File: src/hw/rtl/bootloader_frame_receiver_defines.svh
// Assertion macros for the bootloader frame receiver.
// Used by the top level; expects clk and rst_n in scope at the point of use.
`ifndef BOOTLOADER_FRAME_RECEIVER_DEFINES_SVH
`define BOOTLOADER_FRAME_RECEIVER_DEFINES_SVH

`ifndef SYNTH
// check a property while out of reset
`define BFR_ASSERT(lbl, prop, msg) \
  lbl: assert property (@(posedge clk) disable iff (!rst_n) prop) else $error(msg);
// check a property on every edge, reset included
`define BFR_ASSERT_ALWAYS(lbl, prop, msg) \
  lbl: assert property (@(posedge clk) prop) else $error(msg);
`else
`define BFR_ASSERT(lbl, prop, msg)
`define BFR_ASSERT_ALWAYS(lbl, prop, msg)
`endif

`endif

File: src/hw/rtl/bfr_pkg.sv
// Shared types and constants for the bootloader frame receiver.
// No dependencies; used by the parser, the top level and the testbench.
package bfr_pkg;

  localparam logic [7:0]  SYNC_BYTE = 8'hFF;
  localparam logic [7:0]  PAD_BYTE  = 8'hFF;
  localparam logic [7:0]  ANY_VER   = 8'hFF;
  localparam logic [15:0] CRC_INIT  = 16'hFFFF;
  localparam logic [15:0] CRC_POLY  = 16'hA001;

  localparam int CFG_IDX_W = 3;

  typedef enum logic [CFG_IDX_W-1:0] {
    CFG_CODE_START  = 3'd0,
    CFG_CODE_END    = 3'd1,
    CFG_CODE_PG_NUM = 3'd2,
    CFG_CODE_PG_DAT = 3'd3,
    CFG_VER_MAJOR   = 3'd4,
    CFG_VER_MINOR   = 3'd5,
    CFG_VER_CHECK   = 3'd6
  } cfg_idx_t;

  typedef enum logic [1:0] {
    ST_NONE       = 2'd0,
    ST_PAGE_READY = 2'd1,
    ST_DONE       = 2'd2
  } status_t;

  typedef struct packed {
    logic [7:0] code_start;
    logic [7:0] code_end;
    logic [7:0] code_pg_num;
    logic [7:0] code_pg_dat;
    logic [7:0] ver_major;
    logic [7:0] ver_minor;
    logic       ver_check;
  } cfg_t;

  typedef struct packed {
    status_t status;
    logic    error_pulse;
    logic    signal_on;
    logic    signal_off;
  } flags_t;

  typedef struct packed {
    logic       we;
    logic [7:0] addr;
    logic [7:0] data;
  } mem_wr_t;

endpackage

File: src/hw/rtl/bfr_in_if.sv
// Input channel of the frame receiver: opcode, serial byte, read index, page.
// Depends on nothing.
interface bfr_in_if;
  logic       valid;
  logic       ready;
  logic       opcode;
  logic [7:0] rx_byte;
  logic [6:0] read_index;
  logic [7:0] expected_page;

  modport source (output valid, opcode, rx_byte, read_index, expected_page, input ready);
  modport sink   (input valid, opcode, rx_byte, read_index, expected_page, output ready);
endinterface

File: src/hw/rtl/bfr_out_if.sv
// Result channel of the frame receiver.
// Depends on nothing.
interface bfr_out_if;
  logic       valid;
  logic       ready;
  logic [1:0] status;
  logic       error_pulse;
  logic       signal_on;
  logic       signal_off;
  logic [7:0] read_data;

  modport source (output valid, status, error_pulse, signal_on, signal_off, read_data,
                  input ready);
  modport sink   (input valid, status, error_pulse, signal_on, signal_off, read_data,
                  output ready);
endinterface

File: src/hw/rtl/bfr_cfg_if.sv
// Configuration write channel of the frame receiver: register index and data.
// Depends on nothing.
interface bfr_cfg_if;
  logic       valid;
  logic       ready;
  logic [2:0] index;
  logic [7:0] data;

  modport source (output valid, index, data, input ready);
  modport sink   (input valid, index, data, output ready);
endinterface

File: src/hw/rtl/bfr_ram.sv
// Generic single-write, single-read RAM with registered read data.
// No dependencies.
module bfr_ram #(
  parameter int WIDTH = 8,
  parameter int DEPTH = 128
) (
  input  logic                     clk,
  input  logic                     we,
  input  logic [$clog2(DEPTH)-1:0] waddr,
  input  logic [WIDTH-1:0]         wdata,
  input  logic                     re,
  input  logic [$clog2(DEPTH)-1:0] raddr,
  output logic [WIDTH-1:0]         rdata
);

  logic [WIDTH-1:0] mem [DEPTH];
  logic [WIDTH-1:0] rdata_r;

  always_ff @(posedge clk) begin
    if (we) begin
      mem[waddr] <= wdata;
    end
    if (re) begin
      rdata_r <= mem[raddr];
    end
  end

  assign rdata = rdata_r;

endmodule

File: src/hw/rtl/bfr_parser.sv
// Frame parser: sync, header, data, CRC-16 check and frame actions.
// Depends on bfr_pkg; drives page buffer writes and the page length.
module bfr_parser #(
  parameter int PAGE_SIZE = 128
) (
  input  logic                             clk,
  input  logic                             rst_n,
  input  logic                             step,
  input  logic [7:0]                       rx_byte,
  input  logic [7:0]                       expected_page,
  input  bfr_pkg::cfg_t                    cfg,
  output bfr_pkg::flags_t                  flags,
  output bfr_pkg::mem_wr_t                 mem_wr,
  output logic [$clog2(PAGE_SIZE+1)-1:0]   page_len
);
  import bfr_pkg::*;

  localparam int LEN_W = $clog2(PAGE_SIZE + 1);

  typedef enum logic [9:0] {
    PH_SYNC1  = 10'b00_0000_0001,
    PH_SYNC2  = 10'b00_0000_0010,
    PH_FLAGS  = 10'b00_0000_0100,
    PH_ADDR   = 10'b00_0000_1000,
    PH_TYPE   = 10'b00_0001_0000,
    PH_SECLEN = 10'b00_0010_0000,
    PH_LEN    = 10'b00_0100_0000,
    PH_DATA   = 10'b00_1000_0000,
    PH_CRCHI  = 10'b01_0000_0000,
    PH_CRCLO  = 10'b10_0000_0000
  } phase_t;

  function automatic logic [15:0] crc_feed(input logic [15:0] c, input logic [7:0] b);
    logic [15:0] x;
    x = c ^ {8'h00, b};
    for (int i = 0; i < 8; i++) begin
      x = x[0] ? ((x >> 1) ^ CRC_POLY) : (x >> 1);
    end
    return x;
  endfunction

  phase_t           phase_r, phase_nxt;
  logic [15:0]      crc_r, crc_nxt;
  logic [7:0]       ftype_r, ftype_nxt;
  logic [7:0]       flen_r, flen_nxt;
  logic [7:0]       dcnt_r, dcnt_nxt;
  logic [7:0]       crc_hi_r, crc_hi_nxt;
  logic             armed_r, armed_nxt;
  logic [7:0]       upage_r, upage_nxt;
  logic [LEN_W-1:0] plen_r, plen_nxt;
  // shadow copies of buffer positions 0 and 1 for version and page-number frames
  logic [7:0]       byte0_r, byte0_nxt;
  logic [7:0]       byte1_r, byte1_nxt;

  logic [15:0] crc_fed;
  logic [7:0]  dcnt_inc;
  logic        frame_err;
  logic        ver_ok;

  assign crc_fed  = crc_feed(crc_r, rx_byte);
  assign dcnt_inc = dcnt_r + 8'd1;
  assign ver_ok   = !cfg.ver_check ||
                    ((cfg.ver_major == ANY_VER || byte0_r == cfg.ver_major) &&
                     (cfg.ver_minor == ANY_VER || byte1_r == cfg.ver_minor));

  always_comb begin
    phase_nxt  = phase_r;
    crc_nxt    = crc_r;
    ftype_nxt  = ftype_r;
    flen_nxt   = flen_r;
    dcnt_nxt   = dcnt_r;
    crc_hi_nxt = crc_hi_r;
    armed_nxt  = armed_r;
    upage_nxt  = upage_r;
    plen_nxt   = plen_r;
    byte0_nxt  = byte0_r;
    byte1_nxt  = byte1_r;
    frame_err  = 1'b0;
    flags      = '{status: ST_NONE, error_pulse: 1'b0, signal_on: 1'b0, signal_off: 1'b0};
    mem_wr     = '{we: 1'b0, addr: dcnt_r, data: rx_byte};

    unique case (phase_r)
      PH_SYNC1: begin
        if (rx_byte == SYNC_BYTE) begin
          phase_nxt = PH_SYNC2;
        end else begin
          frame_err = 1'b1;
        end
      end
      PH_SYNC2: begin
        if (rx_byte == SYNC_BYTE) begin
          crc_nxt   = CRC_INIT;
          flen_nxt  = 8'd0;
          dcnt_nxt  = 8'd0;
          phase_nxt = PH_FLAGS;
        end else begin
          frame_err = 1'b1;
          phase_nxt = PH_SYNC1;
        end
      end
      PH_FLAGS: begin
        crc_nxt   = crc_fed;
        phase_nxt = PH_ADDR;
      end
      PH_ADDR: begin
        crc_nxt   = crc_fed;
        phase_nxt = PH_TYPE;
      end
      PH_TYPE: begin
        crc_nxt   = crc_fed;
        ftype_nxt = rx_byte;
        phase_nxt = PH_SECLEN;
      end
      PH_SECLEN: begin
        crc_nxt   = crc_fed;
        phase_nxt = PH_LEN;
      end
      PH_LEN: begin
        crc_nxt   = crc_fed;
        flen_nxt  = rx_byte;
        dcnt_nxt  = 8'd0;
        phase_nxt = (rx_byte == 8'd0) ? PH_CRCHI : PH_DATA;
      end
      PH_DATA: begin
        crc_nxt = crc_fed;
        // drop bytes past the end of the page buffer
        if ({1'b0, dcnt_r} < 9'(PAGE_SIZE)) begin
          mem_wr.we = 1'b1;
          if (dcnt_r == 8'd0) begin
            byte0_nxt = rx_byte;
          end
          if (dcnt_r == 8'd1) begin
            byte1_nxt = rx_byte;
          end
        end
        dcnt_nxt = dcnt_inc;
        if (dcnt_inc >= flen_r) begin
          phase_nxt = PH_CRCHI;
        end
      end
      PH_CRCHI: begin
        crc_hi_nxt = rx_byte;
        phase_nxt  = PH_CRCLO;
      end
      PH_CRCLO: begin
        if ({crc_hi_r, rx_byte} != crc_r) begin
          frame_err = 1'b1;
        end else if (ftype_r == cfg.code_start) begin
          flags.signal_off = 1'b1;
          if (ver_ok) begin
            armed_nxt = 1'b1;
          end
        end else if (ftype_r == cfg.code_end) begin
          armed_nxt    = 1'b0;
          flags.status = ST_DONE;
        end else if (armed_r) begin
          if (ftype_r == cfg.code_pg_num) begin
            upage_nxt = byte0_r;
          end else if (ftype_r == cfg.code_pg_dat) begin
            if ({1'b0, flen_r} > 9'(PAGE_SIZE) || upage_r != expected_page) begin
              frame_err = 1'b1;
            end else begin
              // positions past the length read as pad bytes
              if (flen_r == 8'd0) begin
                byte0_nxt = PAD_BYTE;
              end
              if (flen_r <= 8'd1) begin
                byte1_nxt = PAD_BYTE;
              end
              plen_nxt         = LEN_W'(flen_r);
              flags.status     = ST_PAGE_READY;
              flags.signal_off = 1'b1;
            end
          end
        end
        crc_nxt   = CRC_INIT;
        flen_nxt  = 8'd0;
        phase_nxt = PH_SYNC1;
      end
      default: begin
        phase_nxt = PH_SYNC1;
      end
    endcase

    if (frame_err && armed_r) begin
      flags.error_pulse = 1'b1;
      flags.signal_on   = 1'b1;
      upage_nxt         = 8'd0;
    end

    if (!step) begin
      flags     = '{status: ST_NONE, error_pulse: 1'b0, signal_on: 1'b0, signal_off: 1'b0};
      mem_wr.we = 1'b0;
    end
  end

  always_ff @(posedge clk) begin
    if (!rst_n) begin
      phase_r  <= PH_SYNC1;
      crc_r    <= CRC_INIT;
      ftype_r  <= 8'd0;
      flen_r   <= 8'd0;
      dcnt_r   <= 8'd0;
      crc_hi_r <= 8'd0;
      armed_r  <= 1'b0;
      upage_r  <= 8'd0;
      plen_r   <= '0;
      byte0_r  <= 8'd0;
      byte1_r  <= 8'd0;
    end else if (step) begin
      phase_r  <= phase_nxt;
      crc_r    <= crc_nxt;
      ftype_r  <= ftype_nxt;
      flen_r   <= flen_nxt;
      dcnt_r   <= dcnt_nxt;
      crc_hi_r <= crc_hi_nxt;
      armed_r  <= armed_nxt;
      upage_r  <= upage_nxt;
      plen_r   <= plen_nxt;
      byte0_r  <= byte0_nxt;
      byte1_r  <= byte1_nxt;
    end
  end

  assign page_len = plen_r;

endmodule

File: src/hw/rtl/bootloader_frame_receiver.sv
// Channel  | Role    | Payload
// in_bus   | sink    | opcode, rx_byte, read_index, expected_page
// out_bus  | source  | status, error_pulse, signal_on, signal_off, read_data
// cfg_bus  | sink    | index, data (always ready)
//
// One beat in per cycle while in_bus.ready is high, one result beat per input beat:
// the parser settles at the input beat, then a stage register (which also waits
// for the page buffer's registered read) and the output register follow.
// Synchronous active-low reset clears the parser and pipeline valids; the page
// buffer holds no reset contents. A stalled output backs up one stage, then
// drops in_bus.ready.
`include "bootloader_frame_receiver_defines.svh"

module bootloader_frame_receiver #(
  parameter int PAGE_SIZE = 128
) (
  input  logic      clk,
  input  logic      rst_n,
  bfr_in_if.sink    in_bus,
  bfr_out_if.source out_bus,
  bfr_cfg_if.sink   cfg_bus
);
  import bfr_pkg::*;

  localparam int AW    = $clog2(PAGE_SIZE);
  localparam int LEN_W = $clog2(PAGE_SIZE + 1);

  cfg_t             cfg_r;
  flags_t           flags;
  mem_wr_t          mem_wr;
  logic [LEN_W-1:0] page_len;
  logic [7:0]       ram_rdata;
  logic [7:0]       rd_addr;

  logic   in_acc, step, rd_req, rd_in_range;
  logic   s1_move;
  logic   s1_valid_r, s1_rd_r, s1_in_range_r;
  flags_t s1_flags_r;
  logic   out_valid_r, out_rd_r;
  flags_t out_flags_r;
  logic [7:0] out_data_r;

  // configuration registers
  assign cfg_bus.ready = 1'b1;

  always_ff @(posedge clk) begin
    if (!rst_n) begin
      cfg_r <= '{code_start: 8'd0, code_end: 8'd1, code_pg_num: 8'd2, code_pg_dat: 8'd3,
                 ver_major: 8'hFF, ver_minor: 8'hFF, ver_check: 1'b0};
    end else if (cfg_bus.valid) begin
      unique case (cfg_bus.index)
        CFG_CODE_START:  cfg_r.code_start  <= cfg_bus.data;
        CFG_CODE_END:    cfg_r.code_end    <= cfg_bus.data;
        CFG_CODE_PG_NUM: cfg_r.code_pg_num <= cfg_bus.data;
        CFG_CODE_PG_DAT: cfg_r.code_pg_dat <= cfg_bus.data;
        CFG_VER_MAJOR:   cfg_r.ver_major   <= cfg_bus.data;
        CFG_VER_MINOR:   cfg_r.ver_minor   <= cfg_bus.data;
        CFG_VER_CHECK:   cfg_r.ver_check   <= cfg_bus.data[0];
        default: ;
      endcase
    end
  end

  // handshake and pipeline advance
  assign s1_move      = s1_valid_r && (!out_valid_r || out_bus.ready);
  assign in_bus.ready = !s1_valid_r || s1_move;
  assign in_acc       = in_bus.valid && in_bus.ready;
  assign step         = in_acc && !in_bus.opcode;
  assign rd_req       = in_acc && in_bus.opcode;
  assign rd_in_range  = ({2'b00, in_bus.read_index} < 9'(page_len)) &&
                        ({2'b00, in_bus.read_index} < 9'(PAGE_SIZE));
  assign rd_addr      = {1'b0, in_bus.read_index};

  bfr_parser #(.PAGE_SIZE(PAGE_SIZE)) u_parser (
    .clk           (clk),
    .rst_n         (rst_n),
    .step          (step),
    .rx_byte       (in_bus.rx_byte),
    .expected_page (in_bus.expected_page),
    .cfg           (cfg_r),
    .flags         (flags),
    .mem_wr        (mem_wr),
    .page_len      (page_len)
  );

  bfr_ram #(.WIDTH(8), .DEPTH(PAGE_SIZE)) u_page_buf (
    .clk   (clk),
    .we    (mem_wr.we),
    .waddr (mem_wr.addr[AW-1:0]),
    .wdata (mem_wr.data),
    .re    (rd_req),
    .raddr (rd_addr[AW-1:0]),
    .rdata (ram_rdata)
  );

  always_ff @(posedge clk) begin
    if (!rst_n) begin
      s1_valid_r  <= 1'b0;
      out_valid_r <= 1'b0;
    end else begin
      if (in_acc) begin
        s1_valid_r <= 1'b1;
      end else if (s1_move) begin
        s1_valid_r <= 1'b0;
      end
      if (s1_move) begin
        out_valid_r <= 1'b1;
      end else if (out_bus.ready) begin
        out_valid_r <= 1'b0;
      end
    end
  end

  always_ff @(posedge clk) begin
    if (in_acc) begin
      s1_flags_r    <= flags;
      s1_rd_r       <= in_bus.opcode;
      s1_in_range_r <= rd_in_range;
    end
    // read data arrives from the buffer while the beat sits in the stage register
    if (s1_move) begin
      out_flags_r <= s1_flags_r;
      out_rd_r    <= s1_rd_r;
      out_data_r  <= s1_rd_r ? (s1_in_range_r ? ram_rdata : PAD_BYTE) : 8'd0;
    end
  end

  assign out_bus.valid       = out_valid_r;
  assign out_bus.status      = out_flags_r.status;
  assign out_bus.error_pulse = out_flags_r.error_pulse;
  assign out_bus.signal_on   = out_flags_r.signal_on;
  assign out_bus.signal_off  = out_flags_r.signal_off;
  assign out_bus.read_data   = out_data_r;

  `BFR_ASSERT(a_read_quiet, out_valid_r && out_rd_r |-> out_flags_r == '0, "read beat flags")
  `BFR_ASSERT(a_ready_off, out_flags_r.status == ST_PAGE_READY |-> out_bus.signal_off, "no release")
  `BFR_ASSERT(a_stall, !in_bus.ready |-> s1_valid_r && out_valid_r && !out_bus.ready, "in stall")
  `BFR_ASSERT_ALWAYS(a_rst_empty, $past(!rst_n) |-> !out_valid_r && !s1_valid_r, "busy after reset")

endmodule

File: src/flat_wrapper.sv
// flat-port wrapper written by rule: the top's interface ports become plain ports
module bootloader_frame_receiver_flat import bfr_pkg::*;
#(
  parameter int PAGE_SIZE = 128
)
  (clk, rst_n, in_bus_valid, in_bus_opcode, in_bus_rx_byte, in_bus_read_index, in_bus_expected_page, in_bus_ready, out_bus_valid, out_bus_status, out_bus_error_pulse, out_bus_signal_on, out_bus_signal_off, out_bus_read_data, out_bus_ready, cfg_bus_valid, cfg_bus_index, cfg_bus_data, cfg_bus_ready);
  bfr_in_if in_bus_i ();
  bfr_out_if out_bus_i ();
  bfr_cfg_if cfg_bus_i ();
  input  logic clk;
  input  logic rst_n;
  input wire logic [$bits(in_bus_i.valid)-1:0] in_bus_valid;
  input wire logic [$bits(in_bus_i.opcode)-1:0] in_bus_opcode;
  input wire logic [$bits(in_bus_i.rx_byte)-1:0] in_bus_rx_byte;
  input wire logic [$bits(in_bus_i.read_index)-1:0] in_bus_read_index;
  input wire logic [$bits(in_bus_i.expected_page)-1:0] in_bus_expected_page;
  output wire logic [$bits(in_bus_i.ready)-1:0] in_bus_ready;
  output wire logic [$bits(out_bus_i.valid)-1:0] out_bus_valid;
  output wire logic [$bits(out_bus_i.status)-1:0] out_bus_status;
  output wire logic [$bits(out_bus_i.error_pulse)-1:0] out_bus_error_pulse;
  output wire logic [$bits(out_bus_i.signal_on)-1:0] out_bus_signal_on;
  output wire logic [$bits(out_bus_i.signal_off)-1:0] out_bus_signal_off;
  output wire logic [$bits(out_bus_i.read_data)-1:0] out_bus_read_data;
  input wire logic [$bits(out_bus_i.ready)-1:0] out_bus_ready;
  input wire logic [$bits(cfg_bus_i.valid)-1:0] cfg_bus_valid;
  input wire logic [$bits(cfg_bus_i.index)-1:0] cfg_bus_index;
  input wire logic [$bits(cfg_bus_i.data)-1:0] cfg_bus_data;
  output wire logic [$bits(cfg_bus_i.ready)-1:0] cfg_bus_ready;
  assign in_bus_i.valid = in_bus_valid;
  assign in_bus_i.opcode = in_bus_opcode;
  assign in_bus_i.rx_byte = in_bus_rx_byte;
  assign in_bus_i.read_index = in_bus_read_index;
  assign in_bus_i.expected_page = in_bus_expected_page;
  assign in_bus_ready = in_bus_i.ready;
  assign out_bus_valid = out_bus_i.valid;
  assign out_bus_status = out_bus_i.status;
  assign out_bus_error_pulse = out_bus_i.error_pulse;
  assign out_bus_signal_on = out_bus_i.signal_on;
  assign out_bus_signal_off = out_bus_i.signal_off;
  assign out_bus_read_data = out_bus_i.read_data;
  assign out_bus_i.ready = out_bus_ready;
  assign cfg_bus_i.valid = cfg_bus_valid;
  assign cfg_bus_i.index = cfg_bus_index;
  assign cfg_bus_i.data = cfg_bus_data;
  assign cfg_bus_ready = cfg_bus_i.ready;
  bootloader_frame_receiver #(.PAGE_SIZE(PAGE_SIZE)) u_core (.clk(clk), .rst_n(rst_n), .in_bus(in_bus_i), .out_bus(out_bus_i), .cfg_bus(cfg_bus_i));
endmodule
File: config.mk
export PLATFORM = sky130hd
export DESIGN_NAME = bootloader_frame_receiver_flat
export DESIGN_NICKNAME = d
export VERILOG_FILES = /design/src/hw/rtl/bfr_pkg.sv /design/src/hw/rtl/bfr_in_if.sv /design/src/hw/rtl/bfr_out_if.sv /design/src/hw/rtl/bfr_cfg_if.sv /design/src/hw/rtl/bfr_ram.sv /design/src/hw/rtl/bfr_parser.sv /design/src/hw/rtl/bootloader_frame_receiver.sv /design/src/flat_wrapper.sv
export VERILOG_INCLUDE_DIRS = /design/src /design/src/hw/rtl
export SDC_FILE = /design/constraint.sdc
export NUM_CORES = 1
export LEC_CHECK = 0
export BUFFER_PORTS_ARGS = -buffer_cell sky130_fd_sc_hd__buf_2
export CELL_PAD_IN_SITES_DETAIL_PLACEMENT = 2
export CELL_PAD_IN_SITES_GLOBAL_PLACEMENT = 2
export CORE_MARGIN = 3
export CORE_UTILIZATION = 40
export DETAILED_ROUTE_END_ITERATION = 8
export PLACE_DENSITY = 0.64
export SLEW_MARGIN = 0
export SYNTH_ARGS = -nofsm -noshare
export SYNTH_HDL_FRONTEND = slang
export SYNTH_SLANG_ARGS = --single-unit
File: constraint.sdc
create_clock -name clk -period 4.4 [get_ports clk]
set_clock_uncertainty 0.2 [all_clocks]
set_input_delay 0.88 -clock clk [delete_from_list [all_inputs] [get_ports clk]]
set_output_delay 0.88 -clock clk [all_outputs]
set_load 0.005 [all_outputs]
==> run metrics <==
first-pass GRT wire length 206700 µm; largest net degree at the start of global routing 135; 1st-pass router iterations 5; critical path, cell by cell and2_1 -> nand4_1 -> xnor2_1 -> ha_1 -> a21o_1 -> a21oi_1 -> o211ai_1 -> a211oi_2 -> nor2_1 -> o31a_1; top-area cell type share of the netlist area 66.34%; Synth Cell Area 0.04753 mm²; R2R cell count 10; asr flop ratio synth 0%; io pins 56; clock buffer count from CTS 133; IO buf count 54; #FFs+latches synth 1192; clock-pin slew on the worst setup and hold paths 0.06 ns; post-synthesis sequential area ratio 72.32%; Avg WL per Cell 31.02 µm; core footprint 0.1170 mm²; CTS tree built; unrepaired setup endpoints after global routing no; Vias/cell 5.710; count leader, synth edfxtp_1; worst reg2reg path startpoint u_core.u_parser.dcnt_r[3]; # rows 125; Critical Path Start Type flop; WL final 140400 µm; Fill cells 10590; crit end category flop; Chip Height 350.7 µm; DR iter-0 viols 2083; PD cells 440.4 mW/mm²; reg2reg end u_core.u_parser.phase_r[0]; cell family contributing the most delay on the critical path compound AO/OA/AOI/OAI gates; vias in the first global route 29030; Final ANT Viol Nets 0; gpl congestion 0.7838; status finished, final reports clean; Final Hold Fails 0; Max clock buf depth 3; Max Clk Rate 271.8 MHz; Nets 2956; Final period util 83.62%; type of the worst setup path reg2reg; Netlist cell types 75; worst hold-check path type in2reg; Static Leakage 18.07 nW; Post-Syn Instances 2623; vias after detailed routing 25840; post-CTS sizing 0; min-delay src in_bus_opcode; Layout Area Growth over Synthesis 16.47%; Tightest Pin Transition 1.314 ns; max-slew violations 0; Synth area leader edfxtp_1; Die Area 0.1230 mm²; worst path buffer plus inverter count 0; initial core utilization 40.63%; Max-Cap Viols 0; Tmin final 3.679 ns; Max-Slew Margin vs Limit 12.41%; placed cell area 0.05113 mm²; Post CTS Setup Buffer Count 0; initial antenna violation count 5; share of layout cells above drive strength 1 27.23%; Area contributors post-synth edfxtp_1 (66%), mux4_2 (14%), dfxtp_1 (6.0%); Synth Net Count 2683; Synth Flop Type edfxtp_1; Final Setup Violations 0; EDFF count, synth 1050; Syn Area/Cell 18.12 µm²; hold bufs inserted after CTS 0; worst ir drop on vdd 411.9 µV; reg2reg setup slack 0.72 ns; warning count from the yosys run 0; CP arrival 4.10 ns; DP HPWL 91440 µm; Crit-path slowest cell a211oi_2; CP peak stage delay 0.60 ns; total negative setup slack 0 ns; Die X 350.7 µm; WHS Endpoint u_core.s1_rd_r; Req. time, crit path 4.82 ns; critical path fanouts, max 8; grt total ovfl 0; # DRC 0; Root Driver clkbuf_16; H-tree depth 4; hold path depth 1; gr usage total 23.26%; Clock Latency Late Sink 0.74 ns; post-route cell area 0.05535 mm²; clk sink count 1192; Post-synth top cells edfxtp_1 (1050), mux4_2 (288), nor2_1 (200), nand2_1 (151), dfxtp_1 (142)
[layout make-up]
cell class              instances  area, µm²  area share, %
repair buffers                286       2280          4.118
diodes                          1      2.502       0.004521
inverters                      29      108.9         0.1966
clock inverters                60      550.5         0.9946
flip-flops and latches       1192      34370          62.10
well taps                    1524       1907          3.445
multi-input cells            1254      12460          22.51
clock buffers                 179       3672          6.634
[layout by cell type (no fill, tap or decap), types with 59 or more instances in the layout]
cell and instances:
nand2_1 151, dfxtp_1 142, mux4_2 288, xnor2_1 59
a21oi_1 72, nand3_1 77, nor2_1 200, edfxtp_1 1050
buf_4 223, clkbuf_16 139
[worst register-to-register path, stage by stage (launching register included)]
cell      delay [ns]
dfxtp_1         0.50
and2_1          0.52
nand4_1         0.18
xnor2_1         0.26
ha_1            0.31
a21o_1          0.17
a21oi_1         0.14
o211ai_1        0.18
a211oi_2        0.60
nor2_1          0.21
o31a_1          0.29
[kinds of logic (layout without fill, tap and decap cells)]
kind of cell,count (synthesis),after routing,share of synthesized area [%]
DFF,1192,1192,72.32
buffers and inverters,177,554,1.490
xor gates and xnor gates,91,91,1.764
AOI/OAI and AO/OA,227,227,3.256
muxes,354,354,15.08
adders and majority gates,20,20,0.5265
and+or+nand+nor,561,561,5.555
other,1,2,0.007890
[registers in the layout (all words and copies together) (netlist names), 2 cells and up]
| name | cells |
|---|---|
| u_core.u_parser.byte1_r | 8 |
| u_core.u_parser.dcnt_r | 8 |
| u_core.u_parser.ftype_r | 8 |
| u_core.u_parser.flen_r | 8 |
| u_core.u_page_buf.mem | 1024 |
| u_core.u_parser.crc_r | 16 |
| u_core.s1_flags_r | 4 |
| u_core.u_page_buf.rdata | 8 |
| u_core.u_parser.upage_r | 8 |
| u_core.out_bus.read_data | 8 |
| u_core.out_bus.status | 2 |
| u_core.u_parser.crc_hi_r | 8 |
| u_core.u_parser.phase_r | 10 |
| u_core.cfg_r | 49 |
| u_core.u_parser.page_len | 8 |
| u_core.u_parser.byte0_r | 8 |
[report_power, final]
part | switching, mW | internal [mW] | total (mW) | leakage, nW
clock | 4.53 | 6.34 | 10.9 | 2.08
combinational | 0.715 | 0.443 | 1.16 | 5.39
sequential | 0.0255 | 12.3 | 12.3 | 10.6
total | 5.27 | 19.1 | 24.4 | 18.1
[metal layers]
metal | global-route usage [%] | wire [µm] | vias up
met1 | 30.57 | 59040 | 13930
li1 | - | - | 11040
met3 | 4.244 | 6900 | 214
met5 | 0 | 0 | -
met4 | 8.132 | 4537 | 0
met2 | 39.00 | 69900 | 658
[stage by stage]
| step | total power, mW | hold slack [ns] | std cells | worst slack [ns] | utilization (%) |
|---|---|---|---|---|---|
| floorplan | 13.17 | 0.2003 | 2623 | 0.8446 | - |
| global placement | 13.71 | 0.2017 | 4285 | 0.4644 | 43.70 |
| detailed placement | 13.76 | 0.2110 | 4285 | 0.3512 | 43.70 |
| CTS | 24.67 | 0.1312 | 4524 | 0.6876 | 47.31 |
| global route | 25.17 | 0.1551 | 4524 | 0.4627 | 47.31 |
| finish | 24.38 | 0.1851 | 4525 | 0.7206 | 47.32 |
[worst max path at each step]
stage	start	end	slack, ns	cells past startpoint
final	u_core.u_parser.dcnt_r[3]	u_core.u_parser.phase_r[0]	0.72	10
after global routing	u_core.u_parser.dcnt_r[3]	u_core.u_parser.phase_r[0]	0.46	10
after CTS	u_core.u_parser.dcnt_r[3]	u_core.u_parser.phase_r[0]	0.69	10
after detailed placement	in_bus_rx_byte[5]	u_core.u_parser.byte1_r[7]	0.35	9
after global placement	in_bus_read_index[0]	u_core.u_page_buf.rdata[0]	0.46	7
after floorplan	in_bus_read_index[0]	u_core.u_page_buf.rdata[6]	0.84	7
(Power assumes the default switching activity.)
